File: config.mk
export PLATFORM = sky130hd
export DESIGN_NAME = smoothstep_breakpoint_envelope_core_flat
export DESIGN_NICKNAME = d
export VERILOG_FILES = /design/src/rtl/sbe_pkg.sv /design/src/rtl/sbe_in_if.sv /design/src/rtl/sbe_out_if.sv /design/src/rtl/sbe_front.sv /design/src/rtl/sbe_fifo.sv /design/src/rtl/sbe_div.sv /design/src/rtl/sbe_back.sv /design/src/rtl/smoothstep_breakpoint_envelope_core.sv /design/src/flat_wrapper.sv
export SDC_FILE = /design/constraint.sdc
export NUM_CORES = 2
export LEC_CHECK = 0
export BUFFER_PORTS_ARGS = -buffer_cell sky130_fd_sc_hd__buf_2
export CAP_MARGIN = 20
export CORE_AREA = 2 2 333 467
export DETAILED_ROUTE_END_ITERATION = 6
export DIE_AREA = 0 0 335 469
export PLACE_DENSITY = 0.72
export SLEW_MARGIN = 20
export SYNTH_ARGS = -nofsm -noshare
export SYNTH_HDL_FRONTEND = slang
export SYNTH_SLANG_ARGS = --single-unit
File: constraint.sdc
create_clock -name clk -period 8.8 [get_ports clk]
set_clock_uncertainty 0.1 [all_clocks]
set_input_delay 1.76 -clock clk [delete_from_list [all_inputs] [get_ports clk]]
set_output_delay 1.76 -clock clk [all_outputs]
set_load 0.005 [all_outputs]
File: src/rtl/sbe_pkg.sv
`default_nettype none
package sbe_pkg;

    localparam int CMD_W      = 2;
    localparam int POS_W      = 17;
    localparam int VAL_W      = 16;
    localparam int FRAC_W     = 16;

    localparam int MAX_POINTS = 16;
    localparam int IDX_W      = (MAX_POINTS > 1) ? $clog2(MAX_POINTS) : 1;
    localparam int CNT_W      = $clog2(MAX_POINTS + 1);

    localparam int QUEUE_DEPTH = 2;
    localparam int QPTR_W      = (QUEUE_DEPTH > 1) ? $clog2(QUEUE_DEPTH) : 1;
    localparam int QCNT_W      = $clog2(QUEUE_DEPTH + 1);

    localparam int DIV_STEPS  = POS_W;
    localparam int DSTEP_W    = $clog2(DIV_STEPS + 1);

    localparam int TT_W       = 2 * POS_W - 1;
    localparam int K_W        = POS_W + 1;
    localparam int PM_W       = TT_W + K_W;
    localparam int S_W        = TT_W;
    localparam int DIFF_W     = VAL_W + 1;
    localparam int PROD_W     = S_W + 1 + DIFF_W;
    localparam int ENV_SHIFT  = 2 * FRAC_W;
    localparam int SUM_W      = PROD_W - ENV_SHIFT;

    localparam logic [POS_W-1:0] T_ONE    = POS_W'(1 << FRAC_W);
    localparam logic [K_W-1:0]   SMOOTH_K = K_W'(3 * (1 << FRAC_W));

    localparam logic [CMD_W-1:0] CMD_CLEAR  = CMD_W'(0);
    localparam logic [CMD_W-1:0] CMD_APPEND = CMD_W'(1);
    localparam logic [CMD_W-1:0] CMD_QUERY  = CMD_W'(2);

    typedef enum logic [1:0] {
        OP_CLEAR,
        OP_APPEND,
        OP_QUERY,
        OP_NOP
    } sbe_op_t;

    typedef struct packed {
        sbe_op_t                  op;
        logic [POS_W-1:0]         position;
        logic signed [VAL_W-1:0]  point_value;
    } sbe_task_t;

    typedef struct packed {
        logic             start;
        logic [POS_W-1:0] dividend;
        logic [POS_W-1:0] divisor;
    } sbe_div_req_t;

    typedef struct packed {
        logic             done;
        logic [POS_W-1:0] quotient;
    } sbe_div_rsp_t;

    typedef enum logic [3:0] {
        BK_IDLE,
        BK_FIRST,
        BK_CHK0,
        BK_SCAN,
        BK_DIV,
        BK_MUL_S,
        BK_MUL_D,
        BK_SUM,
        BK_DONE
    } sbe_back_state_t;

endpackage
`default_nettype wire

File: src/rtl/sbe_in_if.sv
`default_nettype none
interface sbe_in_if
    import sbe_pkg::*;
();
    logic                    valid;
    logic                    ready;
    logic [CMD_W-1:0]        cmd;
    logic [POS_W-1:0]        position;
    logic signed [VAL_W-1:0] point_value;

    modport source (output valid, cmd, position, point_value, input ready);
    modport sink (input valid, cmd, position, point_value, output ready);
endinterface
`default_nettype wire

File: src/rtl/sbe_out_if.sv
`default_nettype none
interface sbe_out_if
    import sbe_pkg::*;
();
    logic                    valid;
    logic                    ready;
    logic signed [VAL_W-1:0] envelope_value;
    logic                    status;

    modport source (output valid, envelope_value, status, input ready);
    modport sink (input valid, envelope_value, status, output ready);
endinterface
`default_nettype wire

File: src/rtl/sbe_front.sv
`default_nettype none
module sbe_front
    import sbe_pkg::*;
(
    input  wire logic  clk,
    input  wire logic  rst_n,
    sbe_in_if.sink     item,
    output sbe_task_t  push_word,
    output logic       push_valid,
    input  wire logic  push_ready
);

    logic      hold_valid_reg;
    logic      hold_valid_next;
    sbe_task_t hold_reg;
    logic      accept;

    function automatic sbe_op_t classify(input logic [CMD_W-1:0] cmd);
        sbe_op_t op;
        case (cmd)
            CMD_CLEAR:  op = OP_CLEAR;
            CMD_APPEND: op = OP_APPEND;
            CMD_QUERY:  op = OP_QUERY;
            default:    op = OP_NOP;
        endcase
        return op;
    endfunction

    assign item.ready = !hold_valid_reg || push_ready;
    assign accept     = item.valid && item.ready;
    assign push_valid = hold_valid_reg;
    assign push_word  = hold_reg;

    always_comb
    begin
        if (accept)
        begin
            hold_valid_next = 1'b1;
        end
        else if (push_ready)
        begin
            hold_valid_next = 1'b0;
        end
        else
        begin
            hold_valid_next = hold_valid_reg;
        end
    end

    always_ff @(posedge clk or negedge rst_n)
    begin
        if (!rst_n)
        begin
            hold_valid_reg <= 1'b0;
        end
        else
        begin
            hold_valid_reg <= hold_valid_next;
        end
    end

    always_ff @(posedge clk)
    begin
        if (accept)
        begin
            hold_reg.op          <= classify(item.cmd);
            hold_reg.position    <= item.position;
            hold_reg.point_value <= item.point_value;
        end
    end

endmodule
`default_nettype wire

File: src/rtl/sbe_fifo.sv
`default_nettype none
module sbe_fifo
    import sbe_pkg::*;
(
    input  wire logic       clk,
    input  wire logic       rst_n,
    input  wire sbe_task_t  push_word,
    input  wire logic       push_valid,
    output logic            push_ready,
    output sbe_task_t       pop_word,
    output logic            pop_valid,
    input  wire logic       pop_ready
);

    sbe_task_t           slot_mem [QUEUE_DEPTH];
    logic [QPTR_W-1:0]   wr_ptr_reg;
    logic [QPTR_W-1:0]   wr_ptr_next;
    logic [QPTR_W-1:0]   rd_ptr_reg;
    logic [QPTR_W-1:0]   rd_ptr_next;
    logic [QCNT_W-1:0]   count_reg;
    logic [QCNT_W-1:0]   count_next;
    logic                do_push;
    logic                do_pop;

    function automatic logic [QPTR_W-1:0] wrap_inc(input logic [QPTR_W-1:0] ptr);
        logic [QPTR_W-1:0] res;
        if (ptr == QPTR_W'(QUEUE_DEPTH - 1))
        begin
            res = '0;
        end
        else
        begin
            res = ptr + QPTR_W'(1);
        end
        return res;
    endfunction

    assign push_ready = (count_reg != QCNT_W'(QUEUE_DEPTH));
    assign pop_valid  = (count_reg != '0);
    assign pop_word   = slot_mem[rd_ptr_reg];
    assign do_push    = push_valid && push_ready;
    assign do_pop     = pop_valid && pop_ready;

    always_comb
    begin
        wr_ptr_next = do_push ? wrap_inc(wr_ptr_reg) : wr_ptr_reg;
        rd_ptr_next = do_pop ? wrap_inc(rd_ptr_reg) : rd_ptr_reg;
        count_next  = count_reg;
        if (do_push && !do_pop)
        begin
            count_next = count_reg + QCNT_W'(1);
        end
        else if (do_pop && !do_push)
        begin
            count_next = count_reg - QCNT_W'(1);
        end
    end

    always_ff @(posedge clk or negedge rst_n)
    begin
        if (!rst_n)
        begin
            wr_ptr_reg <= '0;
            rd_ptr_reg <= '0;
            count_reg  <= '0;
        end
        else
        begin
            wr_ptr_reg <= wr_ptr_next;
            rd_ptr_reg <= rd_ptr_next;
            count_reg  <= count_next;
        end
    end

    always_ff @(posedge clk)
    begin
        if (do_push)
        begin
            slot_mem[wr_ptr_reg] <= push_word;
        end
    end

endmodule
`default_nettype wire

File: src/rtl/sbe_div.sv
`default_nettype none
module sbe_div
    import sbe_pkg::*;
(
    input  wire logic          clk,
    input  wire logic          rst_n,
    input  wire sbe_div_req_t  req,
    output sbe_div_rsp_t       rsp
);

    logic                busy_reg;
    logic                busy_next;
    logic                done_reg;
    logic                done_next;
    logic [DSTEP_W-1:0]  step_reg;
    logic [DSTEP_W-1:0]  step_next;
    logic [POS_W:0]      rem_reg;
    logic [POS_W-1:0]    den_reg;
    logic [POS_W-1:0]    quo_reg;
    logic                ge;
    logic [POS_W:0]      rem_sub;
    logic [POS_W:0]      rem_shift;
    logic [POS_W-1:0]    quo_shift;

    always_comb
    begin
        ge        = (rem_reg >= {1'b0, den_reg});
        rem_sub   = ge ? (rem_reg - {1'b0, den_reg}) : rem_reg;
        rem_shift = {rem_sub[POS_W-1:0], 1'b0};
        quo_shift = {quo_reg[POS_W-2:0], ge};
    end

    always_comb
    begin
        busy_next = busy_reg;
        step_next = step_reg;
        done_next = 1'b0;
        if (req.start)
        begin
            busy_next = 1'b1;
            step_next = DSTEP_W'(DIV_STEPS);
        end
        else if (busy_reg)
        begin
            step_next = step_reg - DSTEP_W'(1);
            if (step_reg == DSTEP_W'(1))
            begin
                busy_next = 1'b0;
                done_next = 1'b1;
            end
        end
    end

    always_ff @(posedge clk or negedge rst_n)
    begin
        if (!rst_n)
        begin
            busy_reg <= 1'b0;
            done_reg <= 1'b0;
            step_reg <= '0;
        end
        else
        begin
            busy_reg <= busy_next;
            done_reg <= done_next;
            step_reg <= step_next;
        end
    end

    always_ff @(posedge clk)
    begin
        if (req.start)
        begin
            rem_reg <= {1'b0, req.dividend};
            den_reg <= req.divisor;
            quo_reg <= '0;
        end
        else if (busy_reg)
        begin
            rem_reg <= rem_shift;
            quo_reg <= quo_shift;
        end
    end

    assign rsp.done     = done_reg;
    assign rsp.quotient = quo_reg;

endmodule
`default_nettype wire

File: src/rtl/sbe_back.sv
`default_nettype none
module sbe_back
    import sbe_pkg::*;
(
    input  wire logic       clk,
    input  wire logic       rst_n,
    input  wire sbe_task_t  task_word,
    input  wire logic       task_valid,
    output logic            task_ready,
    sbe_out_if.source       result
);

    sbe_back_state_t  state_reg;
    sbe_back_state_t  state_next;

    logic [POS_W-1:0]         pos_mem [MAX_POINTS];
    logic signed [VAL_W-1:0]  val_mem [MAX_POINTS];

    logic [CNT_W-1:0]         count_reg;
    logic [CNT_W-1:0]         count_next;
    logic [CNT_W-1:0]         count_m1;
    logic                     full;
    logic [IDX_W-1:0]         last_idx;
    logic [IDX_W-1:0]         rd_addr;
    logic                     mem_we;

    logic [POS_W-1:0]         rd_pos_reg;
    logic signed [VAL_W-1:0]  rd_val_reg;
    logic [POS_W-1:0]         q_reg;
    logic [POS_W-1:0]         lp_reg;
    logic signed [VAL_W-1:0]  lv_reg;
    logic [POS_W-1:0]         pa_reg;
    logic signed [VAL_W-1:0]  va_reg;
    logic [IDX_W-1:0]         idx_reg;
    logic signed [DIFF_W-1:0] diff_reg;
    logic [TT_W-1:0]          tt_reg;
    logic [K_W-1:0]           k_reg;
    logic [S_W-1:0]           s_reg;
    logic signed [PROD_W-1:0] prod_reg;
    logic signed [VAL_W-1:0]  res_env_reg;
    logic                     res_status_reg;

    logic                     out_valid_reg;
    logic                     out_valid_next;
    logic signed [VAL_W-1:0]  out_env_reg;
    logic                     out_status_reg;
    logic                     out_free;
    logic                     load_out;

    logic                     take;
    logic                     hit;
    logic                     edge_lo;
    logic                     edge_hi;
    sbe_div_req_t             div_req;
    sbe_div_rsp_t             div_rsp;

    logic [POS_W-1:0]         t_sat;
    logic [TT_W-1:0]          t_ext;
    logic [PM_W-1:0]          mul_full;
    logic signed [SUM_W-1:0]  term;
    logic                     round_up;
    logic signed [SUM_W-1:0]  env_sum;

    sbe_div u_div (
        .clk   (clk),
        .rst_n (rst_n),
        .req   (div_req),
        .rsp   (div_rsp)
    );

    assign count_m1 = count_reg - CNT_W'(1);
    assign last_idx = count_m1[IDX_W-1:0];
    assign full     = (count_reg == CNT_W'(MAX_POINTS));
    assign take     = task_valid && (state_reg == BK_IDLE);
    assign hit      = (q_reg <= rd_pos_reg);
    assign edge_lo  = (q_reg <= rd_pos_reg);
    assign edge_hi  = (q_reg >= lp_reg);
    assign out_free = !out_valid_reg || result.ready;

    always_comb
    begin
        state_next = state_reg;
        case (state_reg)
            BK_IDLE:
            begin
                if (task_valid)
                begin
                    if (task_word.op == OP_QUERY && count_reg != '0)
                    begin
                        state_next = BK_FIRST;
                    end
                    else
                    begin
                        state_next = BK_DONE;
                    end
                end
            end
            BK_FIRST: state_next = BK_CHK0;
            BK_CHK0:
            begin
                if (edge_lo || edge_hi)
                begin
                    state_next = BK_DONE;
                end
                else
                begin
                    state_next = BK_SCAN;
                end
            end
            BK_SCAN:
            begin
                if (hit)
                begin
                    state_next = BK_DIV;
                end
                else if (idx_reg == last_idx)
                begin
                    state_next = BK_DONE;
                end
            end
            BK_DIV:
            begin
                if (div_rsp.done)
                begin
                    state_next = BK_MUL_S;
                end
            end
            BK_MUL_S: state_next = BK_MUL_D;
            BK_MUL_D: state_next = BK_SUM;
            BK_SUM:   state_next = BK_DONE;
            BK_DONE:
            begin
                if (out_free)
                begin
                    state_next = BK_IDLE;
                end
            end
            default:  state_next = BK_IDLE;
        endcase
    end

    always_comb
    begin
        task_ready       = 1'b0;
        rd_addr          = '0;
        mem_we           = 1'b0;
        load_out         = 1'b0;
        div_req.start    = 1'b0;
        div_req.dividend = q_reg - pa_reg;
        div_req.divisor  = rd_pos_reg - pa_reg;
        case (state_reg)
            BK_IDLE:
            begin
                task_ready = 1'b1;
                rd_addr    = last_idx;
                mem_we     = task_valid && (task_word.op == OP_APPEND) && !full;
            end
            BK_FIRST: rd_addr = '0;
            BK_CHK0:  rd_addr = IDX_W'(1);
            BK_SCAN:
            begin
                rd_addr       = idx_reg + IDX_W'(1);
                div_req.start = hit;
            end
            BK_DONE:  load_out = out_free;
            default:  rd_addr = '0;
        endcase
    end

    always_comb
    begin
        count_next = count_reg;
        if (take && task_word.op == OP_CLEAR)
        begin
            count_next = '0;
        end
        else if (mem_we)
        begin
            count_next = count_reg + CNT_W'(1);
        end
    end

    always_comb
    begin
        t_sat    = (div_rsp.quotient > T_ONE) ? T_ONE : div_rsp.quotient;
        t_ext    = TT_W'(t_sat);
        mul_full = PM_W'(tt_reg) * PM_W'(k_reg);
        term     = $signed(prod_reg[PROD_W-1:ENV_SHIFT]);
        round_up = prod_reg[PROD_W-1] && (|prod_reg[ENV_SHIFT-1:0]);
        env_sum  = SUM_W'(va_reg) + term + SUM_W'({1'b0, round_up});
    end

    always_comb
    begin
        out_valid_next = out_valid_reg;
        if (load_out)
        begin
            out_valid_next = 1'b1;
        end
        else if (result.ready)
        begin
            out_valid_next = 1'b0;
        end
    end

    always_ff @(posedge clk or negedge rst_n)
    begin
        if (!rst_n)
        begin
            state_reg     <= BK_IDLE;
            count_reg     <= '0;
            out_valid_reg <= 1'b0;
        end
        else
        begin
            state_reg     <= state_next;
            count_reg     <= count_next;
            out_valid_reg <= out_valid_next;
        end
    end

    always_ff @(posedge clk)
    begin
        rd_pos_reg <= pos_mem[rd_addr];
        rd_val_reg <= val_mem[rd_addr];
        if (mem_we)
        begin
            pos_mem[count_reg[IDX_W-1:0]] <= task_word.position;
            val_mem[count_reg[IDX_W-1:0]] <= task_word.point_value;
        end
    end

    always_ff @(posedge clk)
    begin
        case (state_reg)
            BK_IDLE:
            begin
                q_reg          <= task_word.position;
                res_env_reg    <= '0;
                res_status_reg <= (task_word.op == OP_APPEND) && full;
            end
            BK_FIRST:
            begin
                lp_reg <= rd_pos_reg;
                lv_reg <= rd_val_reg;
            end
            BK_CHK0:
            begin
                if (edge_lo)
                begin
                    res_env_reg <= rd_val_reg;
                end
                else
                begin
                    res_env_reg <= lv_reg;
                end
                pa_reg  <= rd_pos_reg;
                va_reg  <= rd_val_reg;
                idx_reg <= IDX_W'(1);
            end
            BK_SCAN:
            begin
                if (hit)
                begin
                    diff_reg <= DIFF_W'(rd_val_reg) - DIFF_W'(va_reg);
                end
                else
                begin
                    res_env_reg <= lv_reg;
                    pa_reg      <= rd_pos_reg;
                    va_reg      <= rd_val_reg;
                    idx_reg     <= idx_reg + IDX_W'(1);
                end
            end
            BK_DIV:
            begin
                tt_reg <= t_ext * t_ext;
                k_reg  <= SMOOTH_K - (K_W'(t_sat) << 1);
            end
            BK_MUL_S: s_reg <= mul_full[FRAC_W +: S_W];
            BK_MUL_D: prod_reg <= PROD_W'($signed({1'b0, s_reg})) * PROD_W'(diff_reg);
            BK_SUM:   res_env_reg <= env_sum[VAL_W-1:0];
            default:  ;
        endcase
    end

    always_ff @(posedge clk)
    begin
        if (load_out)
        begin
            out_env_reg    <= res_env_reg;
            out_status_reg <= res_status_reg;
        end
    end

    assign result.valid          = out_valid_reg;
    assign result.envelope_value = out_env_reg;
    assign result.status         = out_status_reg;

endmodule
`default_nettype wire

File: src/rtl/smoothstep_breakpoint_envelope_core.sv
// Breakpoint envelope with smoothstep easing between points.
// item channel: one word per command (cmd, position, point_value). cmd clear
// empties the table, append stores a breakpoint (up to 16), query reads the
// envelope at position. An unused cmd code is answered with zero.
// result channel: exactly one word per item, in order. envelope_value holds
// the eased value for a query and zero otherwise; status is 1 when an append
// finds the table full.
// A registered input stage feeds a two-word queue; the execution unit takes
// one word at a time and takes the next word the cycle after its result
// loads. A query between points scans the breakpoints and then divides: the
// breakpoint memory gives one entry per cycle and the divider produces one
// quotient bit per cycle over 17 steps, followed by two multiply stages and
// a sum.
// Reset empties the table and the queue and drops result valid; breakpoint
// storage keeps no reset value. A stalled result holds in the output register
// while the input stage and queue keep taking words until the queue fills.
`default_nettype none
module smoothstep_breakpoint_envelope_core
    import sbe_pkg::*;
(
    input  wire logic  clk,
    input  wire logic  rst_n,
    sbe_in_if.sink     item,
    sbe_out_if.source  result
);

    sbe_task_t  front_word;
    logic       front_valid;
    logic       front_ready;
    sbe_task_t  queue_word;
    logic       queue_valid;
    logic       queue_ready;

    sbe_front u_front (
        .clk        (clk),
        .rst_n      (rst_n),
        .item       (item),
        .push_word  (front_word),
        .push_valid (front_valid),
        .push_ready (front_ready)
    );

    sbe_fifo u_fifo (
        .clk        (clk),
        .rst_n      (rst_n),
        .push_word  (front_word),
        .push_valid (front_valid),
        .push_ready (front_ready),
        .pop_word   (queue_word),
        .pop_valid  (queue_valid),
        .pop_ready  (queue_ready)
    );

    sbe_back u_back (
        .clk        (clk),
        .rst_n      (rst_n),
        .task_word  (queue_word),
        .task_valid (queue_valid),
        .task_ready (queue_ready),
        .result     (result)
    );

endmodule
`default_nettype wire

File: src/flat_wrapper.sv
// flat-port wrapper written by rule: the top's interface ports become plain ports
module smoothstep_breakpoint_envelope_core_flat import sbe_pkg::*;
  (clk, rst_n, item_valid, item_cmd, item_position, item_point_value, item_ready, result_valid, result_envelope_value, result_status, result_ready);
  sbe_in_if item_i ();
  sbe_out_if result_i ();
  input  wire logic clk;
  input  wire logic rst_n;
  input wire logic [$bits(item_i.valid)-1:0] item_valid;
  input wire logic [$bits(item_i.cmd)-1:0] item_cmd;
  input wire logic [$bits(item_i.position)-1:0] item_position;
  input wire logic [$bits(item_i.point_value)-1:0] item_point_value;
  output wire logic [$bits(item_i.ready)-1:0] item_ready;
  output wire logic [$bits(result_i.valid)-1:0] result_valid;
  output wire logic [$bits(result_i.envelope_value)-1:0] result_envelope_value;
  output wire logic [$bits(result_i.status)-1:0] result_status;
  input wire logic [$bits(result_i.ready)-1:0] result_ready;
  assign item_i.valid = item_valid;
  assign item_i.cmd = item_cmd;
  assign item_i.position = item_position;
  assign item_i.point_value = item_point_value;
  assign item_ready = item_i.ready;
  assign result_valid = result_i.valid;
  assign result_envelope_value = result_i.envelope_value;
  assign result_status = result_i.status;
  assign result_i.ready = result_ready;
  smoothstep_breakpoint_envelope_core u_core (.clk(clk), .rst_n(rst_n), .item(item_i), .result(result_i));
endmodule
==> flow_summary.ini <==
[synthesis]
synth-seq-cells = 1008
synth_edf_count = 935
syn_area_per_cell_sq_um = 10.9
synth_cell_types = 91
synthFlopType = edfxtp_1
synth_area_leader_cell = edfxtp_1
synthCells = 7662
async_reset_ff_share_pct = 2.18
ys_seq_area_share_pct = 35.4
ys.warnings.count = 0
yosys.area.top_type_share_pct = 33.5
synthTopCellsByArea = edfxtp_1 (34%), fa_1 (27%), ha_1 (7.9%), inv_1 (5.9%), nand2_1 (5.0%)
syn_area_sq_mm = 0.0838

[outcome]
outcome = finished with violations
violations = DRC

[placed_design]
dp.cells = 9498
dpl.hpwl_mm = 143
io_buffers = 57
gp_congestion = 0.884
preCtsSetupSlack_ps = 646

[layout]
post-route-util_pct = 58.7
largest_reg_flops = 272
final_common_cell = inv_1
final_nets = 9304
layoutNonFillerInstCount = 9686
drive_gt1_share_pct = 5.53
final_cell_mix = inv_1 (1311), fa_1 (1111), nand2_1 (1105)
area_growth_pct = 6.99

[cts]
cts.sinks = 1008
post-cts-setup-buffers = 0
clkLatencyLatePin_ps = 740
clockRootBuffer = clkbuf_16
clk_path_buf_depth = 3
tritoncts = built
numCtsBuffers = 95
cts_hold_buffers = 0
htree_levels = 3
clk_pin_slew_worst_paths_ps = 70
cts_resized = 0

[floorplanning]
core.rowCount = 170
initial_core_util_pct = 54.9
ios = 58
dieWidth_microns = 335
core_sq_mm = 0.153
die_y_microns = 469
die-area_sq_mm = 0.157

[timing]
clock.fmax_mhz = 122
tightestPinTransition_ps = 1160
fin_ws_ps = 603
setup_viol = 0
min_period_ps = 8200
max_slew_margin_pct = 22.8
period_share_pct = 93.1
tns_ps = 0
finalMaxSlewViolations = 0
rsz0062_at_grt = false
hold_violations = 0

[worst_setup_path]
cp_max_fo = 12
arrival_ps = 8540
cp-end-kind = register
setup.worst_path.start_class = register
crit_type = reg2reg
crit_required_ps = 9150
r2r_slack_ps = 600

[grt]
grt_pass1_vias = 59100
grt_overflow = 0
track_usage_pct = 26.3
grt_pass1_wl_mm = 319
antenna_found_initial = 7
grt_max_degree = 193

[routing]
vias = 55200
wl_per_cell_microns = 20.7
postRouteWirelength_mm = 200
route.detailed.drc = 1
viasPerCell = 5.70
ant_nets = 0
drt_first_iter_violations = 3626
firstDrtPassIters = 7

[hold_path]
hp-class = reg2reg

[run]
cap_violations = 0
path summary, 6_finish.rpt:
| path | cells past startpoint | to | startpoint |
|---|---|---|---|
| hold reg to reg | 0 | u_core.u_fifo.slot_mem[1][10]$_DFFE_PP_ | u_core.u_front.push_word[10]$_DFFE_PP_ |
| min in group asynchronous | 1 | u_core.u_fifo.wr_ptr_reg$_DFFE_PN0P_ | rst_n |
| max in group asynchronous | 1 | u_core.u_fifo.rd_ptr_reg$_DFFE_PN0P_ | rst_n |
| setup reg to reg | 26 | u_core.u_back.tt_reg[32]$_DFFE_PP_ | u_core.u_back.u_div.quo_reg[1]$_SDFFE_PP0P_ |
| hold / removal | 0 | u_core.u_fifo.slot_mem[1][10]$_DFFE_PP_ | u_core.u_front.push_word[10]$_DFFE_PP_ |
| setup / recovery | 26 | u_core.u_back.tt_reg[32]$_DFFE_PP_ | u_core.u_back.u_div.quo_reg[1]$_SDFFE_PP0P_ |
stage by stage:
stage | instance area (sq um) | hold slack [ps]
6_report | 89700 | 343
5_1_grt | 89700 | 354
4_1_cts | 89500 | 349
3_5_place_dp | 86400 | 334
3_3_place_gp | 86400 | 323
2_1_floorplan | 83900 | 300
layout make-up:
class | count | area, sq um
Antenna cell | 3 | 7.51
Clock buffer | 122 | 2520
Clock inverter | 57 | 636
Sequential cell | 1008 | 29600
Fill cell | 12300 | 63100
Inverter | 1313 | 4930
Multi-Input combinational cell | 5020 | 48100
Timing Repair Buffer | 185 | 1340
Tap cell | 1978 | 2470
logic make-up (layout without fill, tap and decap cells):
group	Yosys count	in the layout	synth area share, %
AOI/OAI and AO/OA	893	893	7.35
xor gates and xnor gates	187	187	1.95
adders and majority gates	1642	1642	34.5
buffers and inverters	1661	1677	7.48
DFF	1008	1008	35.4
muxes	60	60	0.772
other	2	32	0.00896
and+or+nand+nor	2209	2209	12.6
critical path: stages, from the launching register on:
cell and delay, ps:
dfxtp_1 400, nor3_1 440, nand3_2 200, nand3b_1 240, o21ai_1 320, and2_1 540, nand2_1 190, inv_1 110
fa_1 390, inv_1 90, fa_1 410, fa_1 520, inv_1 60, fa_1 500, fa_1 490, inv_1 50
fa_1 490, inv_1 50, ha_1 340, and3_1 210, a21oi_1 160, o21ai_2 150, a221o_1 360, a2111o_1 480
a41o_1 300, a311oi_2 270, xnor2_1 100
routing by layer:
layer,wire length [microns],up-vias,GRT usage [%]
li1,-,24700,-
met1,73700,28200,30.7
met2,105000,1731,47.6
met3,10000,590,2.55
met4,11700,4,14.3
met5,36,-,0
cell usage after synthesis (12+ instances only):
cell,n
inv_1,1312
fa_1,1111
nand2_1,1106
edfxtp_1,935
and2_1,587
ha_1,531
clkbuf_1,319
a21oi_1,199
a211oi_1,195
nor2_1,181
xnor2_1,122
a21o_1,79
o21ai_0,74
a31oi_1,72
a311oi_1,70
nand2b_1,67
xor2_1,65
dfxtp_1,51
nor3_1,51
nor2b_1,44
and3_1,43
mux2_2,37
nand3_1,37
o21a_1,28
nand4_1,26
o21ai_1,24
mux2i_1,23
buf_2,22
dfrtp_1,22
o21bai_1,16
nor4_1,15
o211ai_1,12
Power is left out: the tool's default activity adds up to more than one toggle a clock period on the data nets, which glitch-free logic cannot reach.
